===== src/hw/rtl/kmd_ram.sv =====
// ============================================================================
// kmd_ram
// Generic single-write, single-read RAM with a registered read port.
// ============================================================================
module kmd_ram #(
    parameter int WIDTH = 8,
    parameter int DEPTH = 16,
    localparam int ADDR_W = (DEPTH > 1) ? $clog2(DEPTH) : 1
) (
    input  logic                 clk,
    input  logic                 wr_en,
    input  logic [ADDR_W-1:0]    wr_addr,
    input  logic [WIDTH-1:0]     wr_data,
    input  logic                 rd_en,
    input  logic [ADDR_W-1:0]    rd_addr,
    output logic [WIDTH-1:0]     rd_data
);

    logic [WIDTH-1:0] mem [DEPTH];
    logic [WIDTH-1:0] rd_data_reg;

    always_ff @(posedge clk)
    begin
        if (wr_en)
        begin
            mem[wr_addr] <= wr_data;
        end
        if (rd_en)
        begin
            rd_data_reg <= mem[rd_addr];
        end
    end

    assign rd_data = rd_data_reg;

endmodule


===== config.mk =====
export PLATFORM = sky130hd
export DESIGN_NAME = kmd_ram
export DESIGN_NICKNAME = d
export VERILOG_FILES = /design/src/hw/rtl/kmd_ram.sv
export SDC_FILE = /design/constraint.sdc
export NUM_CORES = 1
export LEC_CHECK = 0
export BUFFER_PORTS_ARGS = -buffer_cell sky130_fd_sc_hd__buf_2
export CAP_MARGIN = 20
export CORE_UTILIZATION = 65
export CTS_BUF_LIST = sky130_fd_sc_hd__clkbuf_4
export CTS_CLUSTER_SIZE = 24
export DETAILED_ROUTE_END_ITERATION = 8
export PLACE_DENSITY_LB_ADDON = 0.25
export SYNTH_ARGS = -nofsm -noshare
export SYNTH_HDL_FRONTEND = slang
export SYNTH_SLANG_ARGS = --single-unit

===== constraint.sdc =====
create_clock -name clk -period 2.65 [get_ports clk]
set_input_delay 0.1325 -clock clk [delete_from_list [all_inputs] [get_ports clk]]
set_output_delay 0.1325 -clock clk [all_outputs]
set_load 0.02 [all_outputs]

# --- Word level (Yosys, flattened, before mapping) ---
# Memories as Yosys holds them, arrays and structs flattened. A register that Yosys moved wholly into a read port is not among the register bits.
# Index checks and enable logic that the tools add are counted.
word_totals:
  reg_bits: 0
  ram_bits: 128
  input_bits: 19
  out_inout_bits: 8
  wordCells: 3
  mem_count: 1
op_classes:
  mux: 2
mem_list:
  columns: ["memory", "depth", "width", "rd", "rd_ports_with_merged_regs", "wr", "line_no", "source"]
  rows:
  - ["mem", 16, 8, 1, 1, 1, "19", "logic [WIDTH-1:0] mem [DEPTH];"]
ops:
  columns: ["op", "count"]
  rows:
  - ["1-bit 2-to-1 mux", 2]

# --- Longest topological paths before layout ---
# Gate-level depths: netlist (run 1).
logic_depth:
  word_depth: 2
  mapped_depth: 5
  depth_no_buf: 3

# --- Worst setup path before layout (run 1) ---
# Ideal clock, no wire load.
synth_timing:
  path_type: "input-to-reg"
  from: "input port wr_addr[2]"
  to: "memory mem[0][0] (enable)"
  t_arrival_ns: 1.242
  setup_slack_ns: 1.025
  stages: 2
  path_buffers: 0
  path_cell_list: "or3b_2 nor3_1"
synth_lines:
  columns: ["item", "line_no", "source"]
  rows:
  - ["start: declaration", "12", "input logic [ADDR_W-1:0] wr_addr,"]
  - ["end: declaration", "19", null]
# No word-level cell before the write port.

==> summary.txt, run 1 <==
Post-Syn Area - 5230 µm²
Chip height - 91.7 µm
Crit path max-delay family - multiplexers
Initial drt markers - 237
Sequential fraction of the synthesis area - 78.1%
Ant. Diodes - 0
Syn Inst Count - 229
Pin count of the biggest net entering global routing - 20
Worst-Margin Slew - 0.887 ns
Switching Share - 22.7%
Max Transition Viols Final - 0
# clock sinks - 136
Clk root buf - clkbuf_4
Buf/Inv on CP - 0
Clock-pin slew on the worst setup and hold paths - 0.11 ns
Post-synthesis cell type count - 18
Routed vias - 2502
I/O Pins - 27
Worst setup EP type - flop
Flip-flop count of the largest register after layout - 128
Final setup TNS - 0 ns
Met3 usage - 6.14%
P_int - 0.00287 W
Slowest CP cell - mux4_2
Global-route wire length before repair - 14400 µm
Die ar. - 8410 µm²
Gate power share - 6.2%
Pwr dens - 642 nW/µm²
Port buffer count - 26
Max Clock Skew - 0.0166 ns
Crit path DAT - 1.79 ns
Worst skew pair latency - 0.52 ns
Total grt overflow - 0
CP Cell Sequence - mux4_2, a22oi_1, nand2_1
Avg WL per Cell - 23.7 µm
Nets - 302
Hold crit path type - input port to flop
# setup viols final - 0
CTS tree - yes
Syn_nets - 248
Hold Vio Cnt, Final - 0
Vias per std cell - 6.32
CTS Buffer Depth - 2
Critical path peak fanout - 1
Critical path startpoint category - flop
Final min period - 1.52 ns
DP Wirelength - 6170 µm
Routability cong. - 0.772
Crit path largest cell delay - 0.47 ns
Num rows - 32
CP required - 2.91 ns
Crit path setup slack, layout - 1.13 ns
RSZ-0062 raised after global routing - false
Final period util - 57.5%
Syn_area_per_cell - 22.8 µm²
Fillers - 456
Drt first pass iters - 4
WL final - 9380 µm
Max-slew headroom - 40.6%
Initial antenna violation count - 0
Post-CTS Resized - 0
Crit Path Class - flop to flop
Fmax - 657 MHz
YS warnings - 0
H-tree levels - 4
Detail Route Antenna Nets - 0
Flop2flop setup slack - 1.13 ns
DRC - 0
Yosys reg bits - 136
Die width - 91.7 µm
Cts bufs inserted - 17
Most common cell after layout, fill and taps aside - edfxtp_1
Layout cells sized above 1 - 28.6%
Clock power share - 28.2%
MaxCap Viol Count - 0
Met1 usage - 34.2%
Max VDD drop - 0.419 mV
GRT busiest layer - met2
Core ar. - 7770 µm²
Pleak - 1.91 nW
Synthesis-to-finish area growth - 10.5%
Vias in the first global route - 2651
All-Layer GR Usage - 25.4%
GR Layer Usage met2 - 39.8%
Place WS - 0.670 ns
Flop pwr share - 65.6%
NetSw - 0.000843 W
Starting Density - 67.3%
Status - finished, final reports clean
Commonest non-fill, non-tap cells in the layout - 136 x edfxtp_1, 26 x buf_2, 18 x mux4_2
## timing repair
item / 4_1_cts / 5_1_grt
hold buffers: 9 / 0
buffers inserted: 0 / 0
hold endpoints to repair: 136 / 0
## final cells by class
class / instances / area, µm² / area share [%]
Multi-Input combinational cell: 83 / 1060 / 18.3
Tap cell: 102 / 128 / 2.21
Clock buffer: 17 / 128 / 2.21
Timing Repair Buffer: 45 / 295 / 5.11
Clock inverter: 13 / 83.8 / 1.45
Sequential cell: 136 / 4080 / 70.7
## metal layers
| metal | up-vias | share of wire, % |
|---|---|---|
| li1 | 1089 | - |
| met1 | 1276 | 41 |
| met2 | 121 | 50 |
| met3 | 16 | 7.0 |
| met4 | 0 | 2.0 |
| met5 | - | 0 |
## metrics by stage
step | power, W | hold WS [ns] | area (µm²) | cells | utilization [%]
after detailed placement | 0.00270 | 0.498 | 5470 | 357 | 70.5
after global placement | 0.00269 | 0.496 | 5470 | 357 | 70.5
after CTS | 0.00373 | 0.133 | 5780 | 396 | 74.4
after floorplan | 0.00261 | 0.231 | 5230 | 229 | -
final | 0.00371 | 0.178 | 5780 | 396 | 74.4
after global routing | 0.00382 | 0.156 | 5780 | 396 | 74.4
## power by group through the flow
stage | Clock [W] | Combinational [W] | Sequential (W)
final | 0.00105 | 0.000230 | 0.00243
after global placement | 0 | 0.000213 | 0.00248
after detailed placement | 0 | 0.000221 | 0.00248
after floorplan | 0 | 0.000122 | 0.00249
after global routing | 0.00113 | 0.000249 | 0.00244
after CTS | 0.00106 | 0.000232 | 0.00243
## cell usage after synthesis (all sizes together)
master / count / area share (%)
nor2b: 1 / 0.12
clkdlybuf4s25: 3 / 0.57
mux4: 32 / 15
buf: 7 / 1.1
nand3b: 2 / 0.29
and2b: 1 / 0.14
nand2: 9 / 0.65
nand2b: 2 / 0.24
nor3: 4 / 0.38
and2: 1 / 0.12
nor2: 13 / 0.93
nand3: 1 / 0.096
or3b: 1 / 0.17
a22oi: 16 / 2.3
edfxtp: 136 / 78
## tightest hold or removal path: cells and delay by family
family / cells / cell delay, ns
buffers and inverters: 2 / 0.32
and+or+nand+nor: 1 / 0.07
## final timing paths
check        startpoint         end  cells after the start
max reg2reg   mem[2][4]  rd_data[4]                      3
min reg2reg   mem[4][1]  rd_data[1]                      3
max           mem[2][4]  rd_data[4]                      3
min          wr_addr[0]   mem[0][7]                      3
## kinds of logic (layout without fill, tap and decap cells)
group                  Yosys count  after routing  share of synthesized area, %
AOI/OAI and AO/OA               16             16                          2.30
buffers and inverters           10             75                          1.65
DFF                            136            136                          78.1
muxes                           32             32                          14.8
and+or+nand+nor                 35             35                          3.14
Power figures use the tool's default switching activity.
==> inputs of run 2 (changes only) <==
--- a/config.mk
+++ b/config.mk
@@ -7,7 +7,7 @@
 export LEC_CHECK = 0
 export BUFFER_PORTS_ARGS = -buffer_cell sky130_fd_sc_hd__buf_2
 export CAP_MARGIN = 20
-export CORE_UTILIZATION = 65
+export CORE_UTILIZATION = 63
 export CTS_BUF_LIST = sky130_fd_sc_hd__clkbuf_4
 export CTS_CLUSTER_SIZE = 24
 export DETAILED_ROUTE_END_ITERATION = 8
==> constraint.sdc (replaced) <==
create_clock -name clk -period 1.5 [get_ports clk]
set_input_delay 0.075 -clock clk [delete_from_list [all_inputs] [get_ports clk]]
set_output_delay 0.075 -clock clk [all_outputs]
set_load 0.02 [all_outputs]
==> run 2 against run 1 <==
The run now ends with negative setup slack left. Sequential share of layout area decreased by 3.7 points. Critical endpoint is now rd_data[1]. Worst hold slack got worse by 0.050 ns. Sequential power increased by 77%. Non-clock buffer count increased by 13. Global-route usage decreased by 0.37 points. Critical path depth unchanged. Count of clock-buffer cells in the layout increased by 1. Register-to-register slack got worse by 1.2 ns.
==> summary.txt, run 2 (synthesized netlist as in run 1, its figures left out) <==
Global-route wire length before repair - 14700 µm (was 14400 µm)
# clock sinks - 136 (unchanged)
Commonest non-fill, non-tap cells in the layout - 136 x edfxtp_1, 26 x buf_2, 19 x mux4_2 (was 136 x edfxtp_1, 26 x buf_2, 18 x mux4_2)
Starting Density - 66.3% (was 67.3%)
Crit path depth - 3 (unchanged)
Num rows - 32 (unchanged)
Status - finished with violations (was finished, final reports clean)
Die width - 93.1 µm (was 91.7 µm)
Max Clock Skew - 0.0144 ns (was 0.0166 ns)
Worst-Margin Slew - 0.422 ns (was 0.887 ns)
CP required - 1.75 ns (was 2.91 ns)
Max Transition Viols Final - 0 (unchanged)
Crit path max-delay family - multiplexers (unchanged)
Final min period - 1.54 ns (was 1.52 ns)
Flip-flop count of the largest register after layout - 128 (unchanged)
DR WL met2 - 5000 µm (was 4700 µm)
Nets - 315 (was 302)
Worst Setup SP - mem[8][1] (was mem[2][4])
Buf/Inv on CP - 0 (unchanged)
Layout cells sized above 1 - 32.7% (was 28.6%)
Worst r2r src - mem[8][1] (was mem[2][4])
Initial drt markers - 217 (was 237)
Final period util - 103% (was 57.5%)
Port buffer count - 26 (unchanged)
Vias in the first global route - 2603 (was 2651)
Pin count of the biggest net entering global routing - 33 (was 20)
Most common cell after layout, fill and taps aside - edfxtp_1 (unchanged)
Worst setup EP type - flop (unchanged)
Failing checks - negative setup slack
FF-to-FF path depth - 3 (unchanged)
Max VDD drop - 0.869 mV (was 0.419 mV)
Max-slew headroom - 71.9% (was 40.6%)
WL final - 9570 µm (was 9380 µm)
# setup viols final - 1 (was 0)
Post-CTS Setup Bufs - 0 (unchanged)
RSZ-0062 raised after global routing - true (was false)
Ant. Diodes - 0 (unchanged)
Chip height - 93.1 µm (was 91.7 µm)
Hold Vio Cnt, Final - 0 (unchanged)
Flop2flop setup slack - -0.04 ns (was 1.13 ns)
Critical path startpoint category - flop (unchanged)
Pleak - 2.07 nW (was 1.91 nW)
Initial antenna violation count - 0 (unchanged)
DRC - 0 (unchanged)
Crit Path Class - flop to flop (unchanged)
Hold crit path type - input port to flop (unchanged)
Pwr dens - 1250 nW/µm² (was 642 nW/µm²)
Synthesis-to-finish area growth - 16.7% (was 10.5%)
Crit path setup slack, layout - -0.0376 ns (was 1.13 ns)
Clock-pin slew on the worst setup and hold paths - 0.12 ns (was 0.11 ns)
I/O Pins - 27 (unchanged)
MaxCap Viol Count - 0 (unchanged)
Core ar. - 7890 µm² (was 7770 µm²)
H-tree levels - 4 (unchanged)
Routed vias - 2550 (was 2502)
Slowest CP cell - mux4_2 (unchanged)
DP Wirelength - 5910 µm (was 6170 µm)
Crit path largest cell delay - 0.54 ns (was 0.47 ns)
Clk root buf - clkbuf_4 (unchanged)
Wl on met1 - 3710 µm (was 3830 µm)
CTS Buffer Depth - 2 (unchanged)
Uppermost layer routed - met4 (unchanged)
CTS tree - yes (unchanged)
Fmax - 650 MHz (was 657 MHz)
Total power - 0.00764 W (was 0.00371 W)
Critical path peak fanout - 1 (unchanged)
Place WS - -0.107 ns (was 0.670 ns)
Cts bufs inserted - 17 (unchanged)
Vias per std cell - 6.20 (was 6.32)
Fillers - 414 (was 456)
Crit path DAT - 1.79 ns (about the same)
Critical R2R Capture - rd_data[1] (was rd_data[4])
All-Layer GR Usage - 25.1% (was 25.4%)
Routed wl met3 - 735 µm (was 659 µm)
Avg WL per Cell - 23.3 µm (was 23.7 µm)
Detail Route Antenna Nets - 0 (unchanged)
Total grt overflow - 0 (unchanged)
Routability cong. - 0.690 (was 0.772)
CP Cell Sequence - mux4_2, a22oi_2, nand2_1 (was mux4_2, a22oi_1, nand2_1)
Drt first pass iters - 4 (unchanged)
Setup crit end - rd_data[1] (was rd_data[4])
Die ar. - 8670 µm² (was 8410 µm²)
Worst skew pair latency - 0.50 ns (was 0.52 ns)
[run 2: cell count changes in the layout (fill, tap and decap cells not counted), moves of 4 or more]
cell       previous run  this run
buf_4                10        18
buf_12                0         5
clkinv_2              5         1
bufinv_16             0         6
[run 2: routing by layer]
layer	vias to the layer above	global-route usage, %
met5	-	0
met4	0	9.36
met3	10	6.18
met2	135	40.4
met1	1286	33.8
li1	1119	-
[run 2: through the flow]
stage / instances / hold slack, ns / util (%) / TNS, ns / instance area (µm²)
3_5_place_dp: 370 / 0.454 / 71.5 / -0.497 / 5640
3_3_place_gp: 370 / 0.447 / 71.5 / -0.289 / 5640
6_report: 411 / 0.127 / 77.3 / -0.0376 / 6100
4_1_cts: 411 / 0.0941 / 77.3 / -0.0152 / 6090
2_1_floorplan: 229 / 0.174 / - / 0 / 5230
5_1_grt: 411 / 0.111 / 77.3 / -0.0876 / 6100
[run 2: worst min-delay path, delay by kind of cell]
| kind | cells | cell delay, ns |
|---|---|---|
| buffers and inverters | 2 | 0.32 |
| AND/OR/NAND/NOR | 1 | 0.06 |
[run 2: what timing repair did]
item                                    4_1_cts  5_1_grt
hold endpoints to repair                    136        0
endpoints found under the setup margin        1        5
pin swaps                                     1        0
hold buffers                                  9        0
gates resized for setup                       2        1
[run 2: how the worst min path moves through the flow]
stage                           from          to  slack (ns)  cells after the start
after floorplan           wr_data[0]   mem[0][0]        0.17                      0
after global placement         rd_en  rd_data[7]        0.45                      1
after detailed placement       rd_en  rd_data[7]        0.45                      1
after CTS                 wr_addr[0]   mem[0][2]        0.09                      3
after global routing      wr_addr[0]   mem[0][2]        0.11                      3
final                     wr_addr[0]   mem[0][2]        0.13                      3
[run 2: power breakdown]
group          switching [W]  internal, W
logic               0.000247     0.000203
clock network        0.00123      0.00166
registers          0.0000263      0.00427
total                0.00150      0.00614
[run 2: cell type report]
class                      count  area [µm²]  area share, %
sequential                   136        4080           67.0
clock inverter                14         228           3.73
tap                          102         128           2.09
timing repair buffer          58         455           7.47
clock buffer                  18         135           2.22
multi-input combinational     83        1070           17.5
