`src/hw/rtl/kmd_pkg.sv`:
```
// ============================================================================
// kmd_pkg
// Shared key state codes, register indexes and reset values for the key
// matrix debounce block.
// ============================================================================
package kmd_pkg;

    localparam int STATE_W = 3;
    localparam int TIME_W  = 8;

    // Key state codes as stored and as reported.
    localparam logic [STATE_W-1:0] ST_OFF     = 3'd0;
    localparam logic [STATE_W-1:0] ST_PRESS   = 3'd1;
    localparam logic [STATE_W-1:0] ST_HOLD    = 3'd2;
    localparam logic [STATE_W-1:0] ST_RELEASE = 3'd3;
    localparam logic [STATE_W-1:0] ST_INVALID = 3'd4;

    // Configuration register indexes.
    localparam logic CFG_THRESHOLD = 1'b0;
    localparam logic CFG_MIN_MS    = 1'b1;

    localparam logic [15:0] THRESHOLD_RESET = 16'hFFFF;
    localparam logic [7:0]  MIN_MS_RESET    = 8'd5;

    // Outcome of one key update.
    typedef struct packed {
        logic                valid;
        logic [STATE_W-1:0]  state;
    } kmd_result_t;

endpackage

```
`src/hw/rtl/kmd_update.sv`:
```
// ============================================================================
// kmd_update
// Per-key debounce update: count update, period rollover and classification.
// ============================================================================
module kmd_update #(
    parameter int COUNT_BITS = 16
) (
    input  logic [kmd_pkg::STATE_W-1:0] prev_state,
    input  logic [kmd_pkg::STATE_W-1:0] cur_state,
    input  logic [COUNT_BITS-1:0]       active_count,
    input  logic [COUNT_BITS-1:0]       inactive_count,
    input  logic [kmd_pkg::TIME_W-1:0]  decision_time,
    input  logic                        sensed,
    input  logic                        period_start,
    input  logic [kmd_pkg::TIME_W-1:0]  time_ms,
    input  logic [COUNT_BITS-1:0]       count_limit,
    input  logic [7:0]                  min_decision_ms,
    output logic [kmd_pkg::STATE_W-1:0] new_prev_state,
    output logic [kmd_pkg::STATE_W-1:0] new_cur_state,
    output logic [COUNT_BITS-1:0]       new_active_count,
    output logic [COUNT_BITS-1:0]       new_inactive_count,
    output logic [kmd_pkg::TIME_W-1:0]  new_decision_time,
    output kmd_pkg::kmd_result_t        result
);

    logic [kmd_pkg::STATE_W-1:0] cur_roll;
    logic [kmd_pkg::TIME_W-1:0]  elapsed;
    logic                        more_active;
    logic                        too_soon;
    logic                        blocked;
    logic [kmd_pkg::STATE_W-1:0] decided;

    // A new period moves the current state to previous and leaves the key undecided.
    assign new_prev_state = period_start ? cur_state : prev_state;
    assign cur_roll       = period_start ? kmd_pkg::ST_INVALID : cur_state;

    always_comb
    begin
        if (sensed)
        begin
            new_active_count   = (active_count < count_limit)
                                 ? active_count + 1'b1 : active_count;
            new_inactive_count = inactive_count >> 1;
        end
        else
        begin
            new_inactive_count = (inactive_count < count_limit)
                                 ? inactive_count + 1'b1 : inactive_count;
            new_active_count   = active_count >> 1;
        end
    end

    assign more_active = new_active_count > new_inactive_count;
    assign elapsed     = time_ms - decision_time;
    assign too_soon    = elapsed < min_decision_ms;

    always_comb
    begin
        blocked = 1'b0;
        decided = kmd_pkg::ST_INVALID;
        unique case (new_prev_state)
            kmd_pkg::ST_PRESS, kmd_pkg::ST_HOLD:
            begin
                if (more_active)
                begin
                    decided = kmd_pkg::ST_HOLD;
                end
                else
                begin
                    blocked = too_soon;
                    decided = kmd_pkg::ST_RELEASE;
                end
            end
            kmd_pkg::ST_RELEASE, kmd_pkg::ST_OFF:
            begin
                if (more_active)
                begin
                    blocked = too_soon;
                    decided = kmd_pkg::ST_PRESS;
                end
                else
                begin
                    decided = kmd_pkg::ST_OFF;
                end
            end
            default:
            begin
                decided = kmd_pkg::ST_INVALID;
            end
        endcase
    end

    always_comb
    begin
        new_cur_state     = cur_roll;
        new_decision_time = decision_time;
        result.valid      = 1'b0;
        result.state      = decided;
        if (cur_roll == kmd_pkg::ST_INVALID)
        begin
            if (blocked)
            begin
                // Too early for a change: the key silently keeps its old state.
                new_cur_state = new_prev_state;
            end
            else
            begin
                new_cur_state     = decided;
                new_decision_time = time_ms;
                result.valid      = 1'b1;
            end
        end
    end

endmodule

```
`config.mk`:
```
export PLATFORM = sky130hd
export DESIGN_NAME = kmd_update
export DESIGN_NICKNAME = d
export VERILOG_FILES = /design/src/hw/rtl/kmd_pkg.sv /design/src/hw/rtl/kmd_update.sv
export SDC_FILE = /design/constraint.sdc
export NUM_CORES = 1
export LEC_CHECK = 0
export ABC_AREA = 1
export BUFFER_PORTS_ARGS = -buffer_cell sky130_fd_sc_hd__buf_4
export CORE_ASPECT_RATIO = 1.4
export CORE_MARGIN = 5
export CORE_UTILIZATION = 30
export DETAILED_ROUTE_END_ITERATION = 7
export MAX_ROUTING_LAYER = met4
export SLEW_MARGIN = 30
export SYNTH_ARGS = -nofsm -noshare
export SYNTH_HDL_FRONTEND = slang
export SYNTH_SLANG_ARGS = --single-unit
```
`constraint.sdc`:
```
create_clock -name vclk -period 4
set_input_delay 0.6 -clock vclk [all_inputs]
set_output_delay 0.6 -clock vclk [all_outputs]
set_load 0.01 [all_outputs]
```
Word-level counts from Yosys, hierarchy flattened
Index checks and enable logic that the tools add are counted.
{ "op_classes": {"n_addsub": 3, "n_lt_le_gt_ge": 4, "n_eq_ne": 4, "n_mux": 18, "n_reduce_logical": 3} }
{ "ops": {"columns": ["op", "n"], "rows": [
  ["$mux W16", 4],
  ["$add A16 B1 Y16 const B", 2],
  ["$lt A16 B16 Y1", 2],
  ["$gt A16 B16 Y1", 1],
  ["$mux W8", 2],
  ["$mux W3", 4],
  ["$lt A8 B8 Y1", 1],
  ["$sub A8 B8 Y8", 1],
  ["$eq A3 B2 Y1 const B", 2],
  ["$mux W1", 6],
  ["$pmux W3 S2", 1],
  ["$reduce_or A2 Y1", 2],
  ["$eq A3 B1 Y1 const B", 1],
  ["$eq A3 B3 Y1 const B", 1],
  ["$logic_not A3 Y1", 1],
  ["$pmux W1 S2", 1]
]} }
{ "word_totals": {"reg_bits": 0, "inputBits": 80, "out_inout_bits": 50, "wordCells": 32} }

Longest topological paths before layout
Gate-level depths: netlist of the first run.
{ "depth": {"ltp_word": 8, "ltp_mapped": 35, "mapped_depth_nobuf": 35} }

Least setup slack after synthesis of the first run
Ideal clock, no wire load.
{ "synth_timing": {"path_kind": "input -> output", "startpoint": "input port count_limit[9]", "endpoint": "output port new_cur_state[0] in the netlist's numbering", "arrival_ps": 3684, "required_ps": 3400, "slack_ps": -284, "stages": 28, "n_path_buf": 1, "path_cell_list": "inv_1 > ha_1 > nand2_1 > inv_1 > o21ai_0 > nand2_1 > nand2_1 > and2_1 > nand2_1 > buf_2 > nor4_1 > xor2_1 > o21ai_0 > ha_1 > a21oi_1 > nand2_1 > nand2_1 > nand3_1 > nand2_1 > nand2_1 > nand2_1 > a21oi_1 > nand2_2 > nand2_2 > nand2_4 > and2_1 > nand3_1 > o21ai_1"} }
{ "synth_rtl": {"columns": ["item", "line_no", "rtl"], "rows": [
  ["start: declaration", "kmd_update.sv:16", "input logic [COUNT_BITS-1:0] count_limit,"],
  ["end: declaration", "kmd_update.sv:19", "output logic [kmd_pkg::STATE_W-1:0] new_cur_state,"]
]} }

Worst setup path in the final report of the first run
{ "layout_timing": {"startpoint": "input port inactive_count[11]", "endpoint": "output port new_decision_time[7] in the netlist's numbering"} }
{ "layout_between": {"elab_chain_len": 8, "elab_cells_between_ends": 10, "cone_classes": "1 x add/sub; 2 x order compare; 7 x mux"} }
{ "layout_lines": {"columns": ["item", "line_no", "rtl"], "rows": [
  ["start: declaration", "kmd_update.sv:11", "input logic [COUNT_BITS-1:0] inactive_count,"],
  ["$add A16 B1 Y16 / $lt A16 B16 Y1 (equally long branches)", "kmd_update.sv:48, kmd_update.sv:47", null],
  ["$mux W16", "kmd_update.sv:48", "? inactive_count + 1'b1 : inactive_count;"],
  ["$mux W16 (*)", "kmd_update.sv:39", "if (sensed)"],
  ["$gt A16 B16 Y1 (*)", "kmd_update.sv:53", "assign more_active = new_active_count > new_inactive_count;"],
  ["$mux W1 (on tied branches)", "kmd_update.sv:76, kmd_update.sv:64", null],
  ["$pmux W1 S2 (*)", "kmd_update.sv:61", "unique case (new_prev_state)"],
  ["$mux W8 (*)", "kmd_update.sv:101", "if (blocked)"],
  ["$mux W8 (*)", "kmd_update.sv:99", "if (cur_roll == kmd_pkg::ST_INVALID)"],
  ["end: declaration", "kmd_update.sv:22", "output logic [kmd_pkg::TIME_W-1:0] new_decision_time,"]
]} }
Every way passes the cells marked *; elsewhere a longest branch is shown, timed or not.

==> impl_metrics.py, run 1 <==
metrics = {
    "status": {
        "status": "complete, but fails checks",
        "violations": "negative setup slack",
    },
    "yosys": {
        "syn-mean-instance-area_sq_um": 5.62,
        "synthSimpleGateAreaFrac_pct": 38.4,
        "synth-warning-count": 0,
        "dominant_combinational_cell_family_by_area_after_synthesis": "simple AND/OR/NAND/NOR gates",
        "synth.area.mux_share_pct": 0,
        "synthAdderAreaFrac_pct": 25.2,
        "ys_top_cells_by_area": "sky130_fd_sc_hd__ha_1 (25%), sky130_fd_sc_hd__nand2_1 (19%), sky130_fd_sc_hd__inv_1 (13%)",
        "xor_xnor_share_of_the_synthesized_area_pct": 7.89,
        "postSynthNetCount": 695,
        "synth.top_cells.by_count": "sky130_fd_sc_hd__nand2_1 (159), sky130_fd_sc_hd__inv_1 (107), sky130_fd_sc_hd__ha_1 (61), sky130_fd_sc_hd__o21ai_0 (32)",
        "post-synth-top-area-cell": "sky130_fd_sc_hd__ha_1",
        "post_synth_inst_count": 553,
        "post-synth-top-count-cell": "sky130_fd_sc_hd__nand2_1",
        "synth_top_area_share_pct": 24.5,
        "netlist_area_sq_um": 3110,
        "post_synth_num_cell_types": 38,
        "synth-seq-area-share_pct": 0,
        "synth_compound_area_share_pct": 13.6,
    },
    "grt": {
        "grt_first_pass_wirelength_mm": 20.5,
        "antenna_violations_before_repair": 0,
        "grt_max_degree": 51,
        "congestion_overflow_gr": 0,
        "grt.total_usage_pct": 20.7,
        "number_of_global_route_vias_before_repair": 4548,
    },
    "detailed_routing": {
        "drt-total-wl_mm": 12.8,
        "detail_route.vias_per_cell": 4.72,
        "drt_pre_antenna_iters": 4,
        "drtAntennaViolNets": 0,
        "drc": 0,
        "route.vias.total": 4395,
        "drt_first_iter_violations": 184,
        "wl_per_cell_um": 13.8,
    },
    "placement": {
        "post-place-cells": 906,
        "gpl.final_weighted_congestion": 0.920,
        "place_hpwl_mm": 10.7,
        "portBuffers": 130,
    },
    "setup_path": {
        "cp_required_ns": 3.40,
        "critPathKind": "in2out",
        "crit_path_capture_type": "output pin",
        "critical_path.most_common_cell": "sky130_fd_sc_hd__nand2_2",
        "worst_ep_arrival_time_ns": 4.06,
        "cp_slowest_stage_delay_ns": 0.28,
        "sort_of_element_at_the_start_of_the_critical_path": "input port",
        "critPathSlowestCell": "sky130_fd_sc_hd__ha_4",
        "timing.critical_path.fanout_max": 5,
    },
    "floorplanning": {
        "initial_utilization_pct": 30.4,
        "placeableCoreArea_sq_um": 10200,
        "floorplan.rows": 44,
        "die_outline_area_sq_um": 12500,
        "top_level_ports": 130,
        "die_height_um": 130,
        "die_w_um": 96.0,
    },
    "timing": {
        "max_clock_freq_ghz": 0.214,
        "final_setup_viols": 13,
        "finalCriticalPeriod_ns": 4.66,
        "rsz0062_at_grt": "yes",
        "finalMaxSlewViolations": 0,
        "fin_setup_tns_ns": -8.13,
        "final.hold.worst_slack_ns": 1.48,
        "slew_headroom_pct": 68.4,
        "worst_slew_pin_slew_ns": 0.474,
        "timing.final.hold_violations": 0,
        "final_min_period_over_clock_period_pct": 117,
        "min_setup_slack_post_route_ns": -0.663,
    },
    "finish": {
        "layout.core_utilization_pct": 56.7,
        "area.sequential_sq_um": 0,
        "clock_buffers": 0,
        "net_total_in_the_final_layout": 938,
        "flops_and_latches": 0,
        "syn_to_final_growth_pct": 86.6,
        "fin_cells": 932,
        "layout-drive-gt1-share_pct": 47.2,
        "diodes_inserted": 0,
        "filler_cell_count": 990,
    },
    "hold_path": {
        "min_path_type": "in2out",
    },
    "power_and_ir_drop": {
        "leakage_nw": 3.21,
        "ir_worst_vdd_mv": 0.0748,
        "fin_total_pwr_mw": 0.861,
        "p_per_area_nw_per_um2": 148,
    },
    "clock_tree": {
        "holdBufCountCts": 0,
    },
    "job": {
        "maxCapViolations": 0,
    },
}
[logic make-up (layout without fill, tap and decap cells)]
| kind of cell | Yosys count | count (layout) |
|---|---|---|
| AND/OR/NAND/NOR | 261 | 263 |
| adder cells (fa/ha/maj) | 62 | 62 |
| XOR/XNOR | 28 | 28 |
| buffers and inverters | 123 | 362 |
| AO/OA/AOI/OAI | 79 | 79 |
[cells in the final DEF, fill, tap and decap left out, types with 6 or more instances in the layout]
| master | instances |
|---|---|
| sky130_fd_sc_hd__buf_4 | 221 |
| sky130_fd_sc_hd__nand2_1 | 133 |
| sky130_fd_sc_hd__inv_1 | 90 |
| sky130_fd_sc_hd__ha_1 | 42 |
| sky130_fd_sc_hd__nand2_2 | 27 |
| sky130_fd_sc_hd__nand3_1 | 26 |
| sky130_fd_sc_hd__buf_6 | 25 |
| sky130_fd_sc_hd__nor2_1 | 24 |
| sky130_fd_sc_hd__xor2_1 | 22 |
| sky130_fd_sc_hd__a21oi_1 | 22 |
| sky130_fd_sc_hd__ha_4 | 19 |
| sky130_fd_sc_hd__inv_2 | 15 |
| sky130_fd_sc_hd__o21ai_0 | 15 |
| sky130_fd_sc_hd__o21ai_2 | 13 |
| sky130_fd_sc_hd__o21ai_1 | 11 |
| sky130_fd_sc_hd__nand4_1 | 10 |
| sky130_fd_sc_hd__a21oi_2 | 8 |
| sky130_fd_sc_hd__nand2_4 | 7 |
| sky130_fd_sc_hd__nand3_2 | 7 |
| sky130_fd_sc_hd__inv_4 | 6 |
| sky130_fd_sc_hd__xnor2_1 | 6 |
[final cells by class]
class              instances  area (sq um)  share of cell area, %
multi-input cells        432          3200                   55.1
repair buffers           248          1980                   34.1
inverters                114           458                   7.89
well taps                138           173                   2.98
[metrics by stage]
| step | instance area (sq um) | setup WS, ns |
|---|---|---|
| after floorplan | 3350 | -0.00824 |
| after global placement | 5170 | -0.660 |
| after detailed placement | 5170 | -0.732 |
| after CTS | 5680 | -0.528 |
| after global routing | 5800 | -1.00 |
| final | 5800 | -0.663 |
[power by group]
| part | switching (mW) | internal (mW) | leakage, nW | total (mW) |
|---|---|---|---|---|
| sequential | 0 | 0 | 0 | 0 |
| combinational | 0.434 | 0.426 | 3.21 | 0.861 |
| clock | 0 | 0 | 0 | 0 |
[layer usage]
metal | up-vias | routed length (um) | track usage, %
met2 | 157 | 6850 | 40.7
met3 | 30 | 789 | 1.95
li1 | 2259 | - | -
met5 | - | 0 | -
met4 | 0 | 409 | 5.28
met1 | 1949 | 4780 | 21.4
[worst max-delay path: cells and delay by family]
kind	cells	cell delay (ns)
adder cells (fa/ha/maj)	2	0.54
AND/OR/NAND/NOR	22	1.88
buffers and inverters	7	0.66
AO/OA/AOI/OAI	3	0.38
[final timing paths]
check                              start  depth (start not counted)                    to  slack [ns]
worst max-delay path  inactive_count[11]                         34  new_decision_time[7]       -0.66
worst min-delay path    decision_time[1]                          4  new_decision_time[1]        1.48
[what timing repair did]
action / CTS / global route
gates resized for setup: 84 / 22
setup endpoints to repair: 12 / 13
gates cloned: 2 / 0
pin swaps: 21 / 18
setup buffers: 21 / 3
Power figures use the tool's default switching activity.
==> inputs of run 2 (changes only) <==
--- a/config.mk
+++ b/config.mk
@@ -9,9 +9,10 @@
 export BUFFER_PORTS_ARGS = -buffer_cell sky130_fd_sc_hd__buf_4
 export CORE_ASPECT_RATIO = 1.4
 export CORE_MARGIN = 5
-export CORE_UTILIZATION = 30
+export CORE_UTILIZATION = 47
 export DETAILED_ROUTE_END_ITERATION = 7
 export MAX_ROUTING_LAYER = met4
+export PLACE_DENSITY = 0.82
 export SLEW_MARGIN = 30
 export SYNTH_ARGS = -nofsm -noshare
 export SYNTH_HDL_FRONTEND = slang
==> run 2 against run 1 <==
Against the previous run:
- the flow still finishes with violations (negative setup slack)
- non-clock buffer count fell by 17
- final area fell by 5.8%
- count of clock-buffer cells in the layout did not move
- sequential share of layout area did not move
- via count rose by 8.6%
- power fell by 1.6%
- cell count fell by 8.7%
- combinational power fell by 2%
- worst hold slack got worse by 0.0021 ns
- die area fell by 33%
- sequential cell count did not move
- highest routed layer unchanged
==> impl_metrics.py, run 2 (synthesized netlist as in run 1, its figures left out) <==
metrics = {
    "detailed_routing": {
        "route.vias.total": 4772,
        "drt_first_iter_violations": 305,
        "detail_route.vias_per_cell": 5.61,
        "drt-total-wl_mm": 14.3,
        "drt_pre_antenna_iters": 6,
        "drtAntennaViolNets": 0,
        "drc": 0,
        "wl_per_cell_um": 16.8,
    },
    "floorplanning": {
        "die_w_um": 78.7,
        "placeableCoreArea_sq_um": 6530,
        "floorplan.rows": 35,
        "initial_utilization_pct": 47.7,
        "die_height_um": 106,
        "die_outline_area_sq_um": 8360,
        "top_level_ports": 130,
    },
    "timing": {
        "fin_setup_tns_ns": -11.64,
        "max_clock_freq_ghz": 0.199,
        "final_setup_viols": 12,
        "finalCriticalPeriod_ns": 5.02,
        "finalMaxSlewViolations": 0,
        "rsz0062_at_grt": "yes",
        "timing.final.hold_violations": 0,
        "final_min_period_over_clock_period_pct": 125,
        "final.hold.worst_slack_ns": 1.47,
        "worst_slew_pin_slew_ns": 0.565,
        "slew_headroom_pct": 62.3,
        "min_setup_slack_post_route_ns": -1.02,
    },
    "job": {
        "maxCapViolations": 0,
    },
    "finish": {
        "layout.cells.most_common": "sky130_fd_sc_hd__buf_4",
        "flops_and_latches": 0,
        "syn_to_final_growth_pct": 75.9,
        "area_occupied_by_multi_input_gates_sq_um": 3140,
        "fin_cells": 851,
        "layout_common_cells": "sky130_fd_sc_hd__buf_4 (219), sky130_fd_sc_hd__nand2_1 (133), sky130_fd_sc_hd__inv_1 (89)",
        "clock_buffers": 0,
        "layout-drive-gt1-share_pct": 45.4,
        "area.sequential_sq_um": 0,
        "net_total_in_the_final_layout": 921,
        "postLayoutCellArea_sq_um": 5470,
        "layout.core_utilization_pct": 83.8,
        "filler_cell_count": 399,
        "diodes_inserted": 0,
    },
    "grt": {
        "grt_max_degree": 51,
        "congestion_overflow_gr": 0,
        "antenna_violations_before_repair": 0,
        "grt_first_pass_wirelength_mm": 20.3,
        "number_of_global_route_vias_before_repair": 4827,
        "grt.total_usage_pct": 29.9,
    },
    "placement": {
        "post_dp_cell_area_sq_um": 5080,
        "post-place-cells": 840,
        "gpl.final_weighted_congestion": 0.964,
        "place_hpwl_mm": 10.1,
        "portBuffers": 130,
        "pre_cts_ws_ns": -0.840,
    },
    "hold_path": {
        "min_path_type": "in2out",
        "min_from": "decision_time[3]",
    },
    "setup_path": {
        "timing.critical_path.fanout_max": 6,
        "critPathSlowestCell": "sky130_fd_sc_hd__ha_1",
        "sort_of_element_at_the_start_of_the_critical_path": "input port",
        "cp_slowest_stage_delay_ns": 0.32,
        "crit_path_capture_type": "output pin",
        "worst_ep_arrival_time_ns": 4.42,
        "timing.critical_path.from": "count_limit[12]",
        "cp_required_ns": 3.40,
        "critPathKind": "in2out",
    },
    "power_and_ir_drop": {
        "p_per_area_nw_per_um2": 155,
        "fin_total_pwr_mw": 0.847,
        "ir_worst_vdd_mv": 0.119,
        "leakage_nw": 3.10,
    },
    "status": {
        "violations": "negative setup slack",
        "status": "complete, but fails checks",
    },
}
[run 2: cell types whose count changed in the layout (fill, tap and decap cells not counted), moves of 2 or more]
cell / before / now
sky130_fd_sc_hd__buf_4: 221 / 219
sky130_fd_sc_hd__ha_4: 19 / 14
sky130_fd_sc_hd__a21oi_2: 8 / 6
sky130_fd_sc_hd__inv_6: 3 / 1
sky130_fd_sc_hd__o21ai_1: 11 / 13
sky130_fd_sc_hd__o21ai_2: 13 / 10
sky130_fd_sc_hd__nor2_2: 5 / 3
sky130_fd_sc_hd__inv_2: 15 / 19
sky130_fd_sc_hd__a21oi_4: 1 / 3
sky130_fd_sc_hd__ha_1: 42 / 46
sky130_fd_sc_hd__buf_6: 25 / 11
[run 2: power breakdown]
group          leakage (nW)  internal, mW  switching (mW)  total [mW]
Clock                     0             0               0           0
Sequential                0             0               0           0
Combinational          3.10         0.399           0.448       0.847
[run 2: worst paths after layout]
kind                              endpoint  slack [ns]  cells after the start
worst max-delay path  new_decision_time[5]       -1.02                     32
worst min-delay path  new_decision_time[3]        1.47                      4
[run 2: layout make-up]
| cell class | count | area share, % |
|---|---|---|
| multi-input cells | 432 | 57.5 |
| repair buffers | 231 | 32.7 |
| inverters | 114 | 8.15 |
| well taps | 74 | 1.69 |
[run 2: layer usage]
layer | GRT usage, % | up-vias | wire (um)
met1 | 29.8 | 2133 | 4790
met3 | 1.86 | 108 | 1060
li1 | - | 2237 | -
met4 | 12.8 | 0 | 996
met2 | 58.3 | 294 | 7490
met5 | - | - | 0
[run 2: worst max-delay path: cells and delay by family]
kind / cells / cell delay [ns]
buf+inv: 6 / 0.45
simple gates: 20 / 2.15
fa+ha+maj: 2 / 0.58
xor+xnor: 1 / 0.24
compound gates: 3 / 0.37
[run 2: repair_timing]
item	4_1_cts	5_1_grt
pin swaps	21	19
buffers inserted	7	2
cloned	2	0
endpoints found under the setup margin	12	12
hold buffers	0	0
resized for setup	37	42
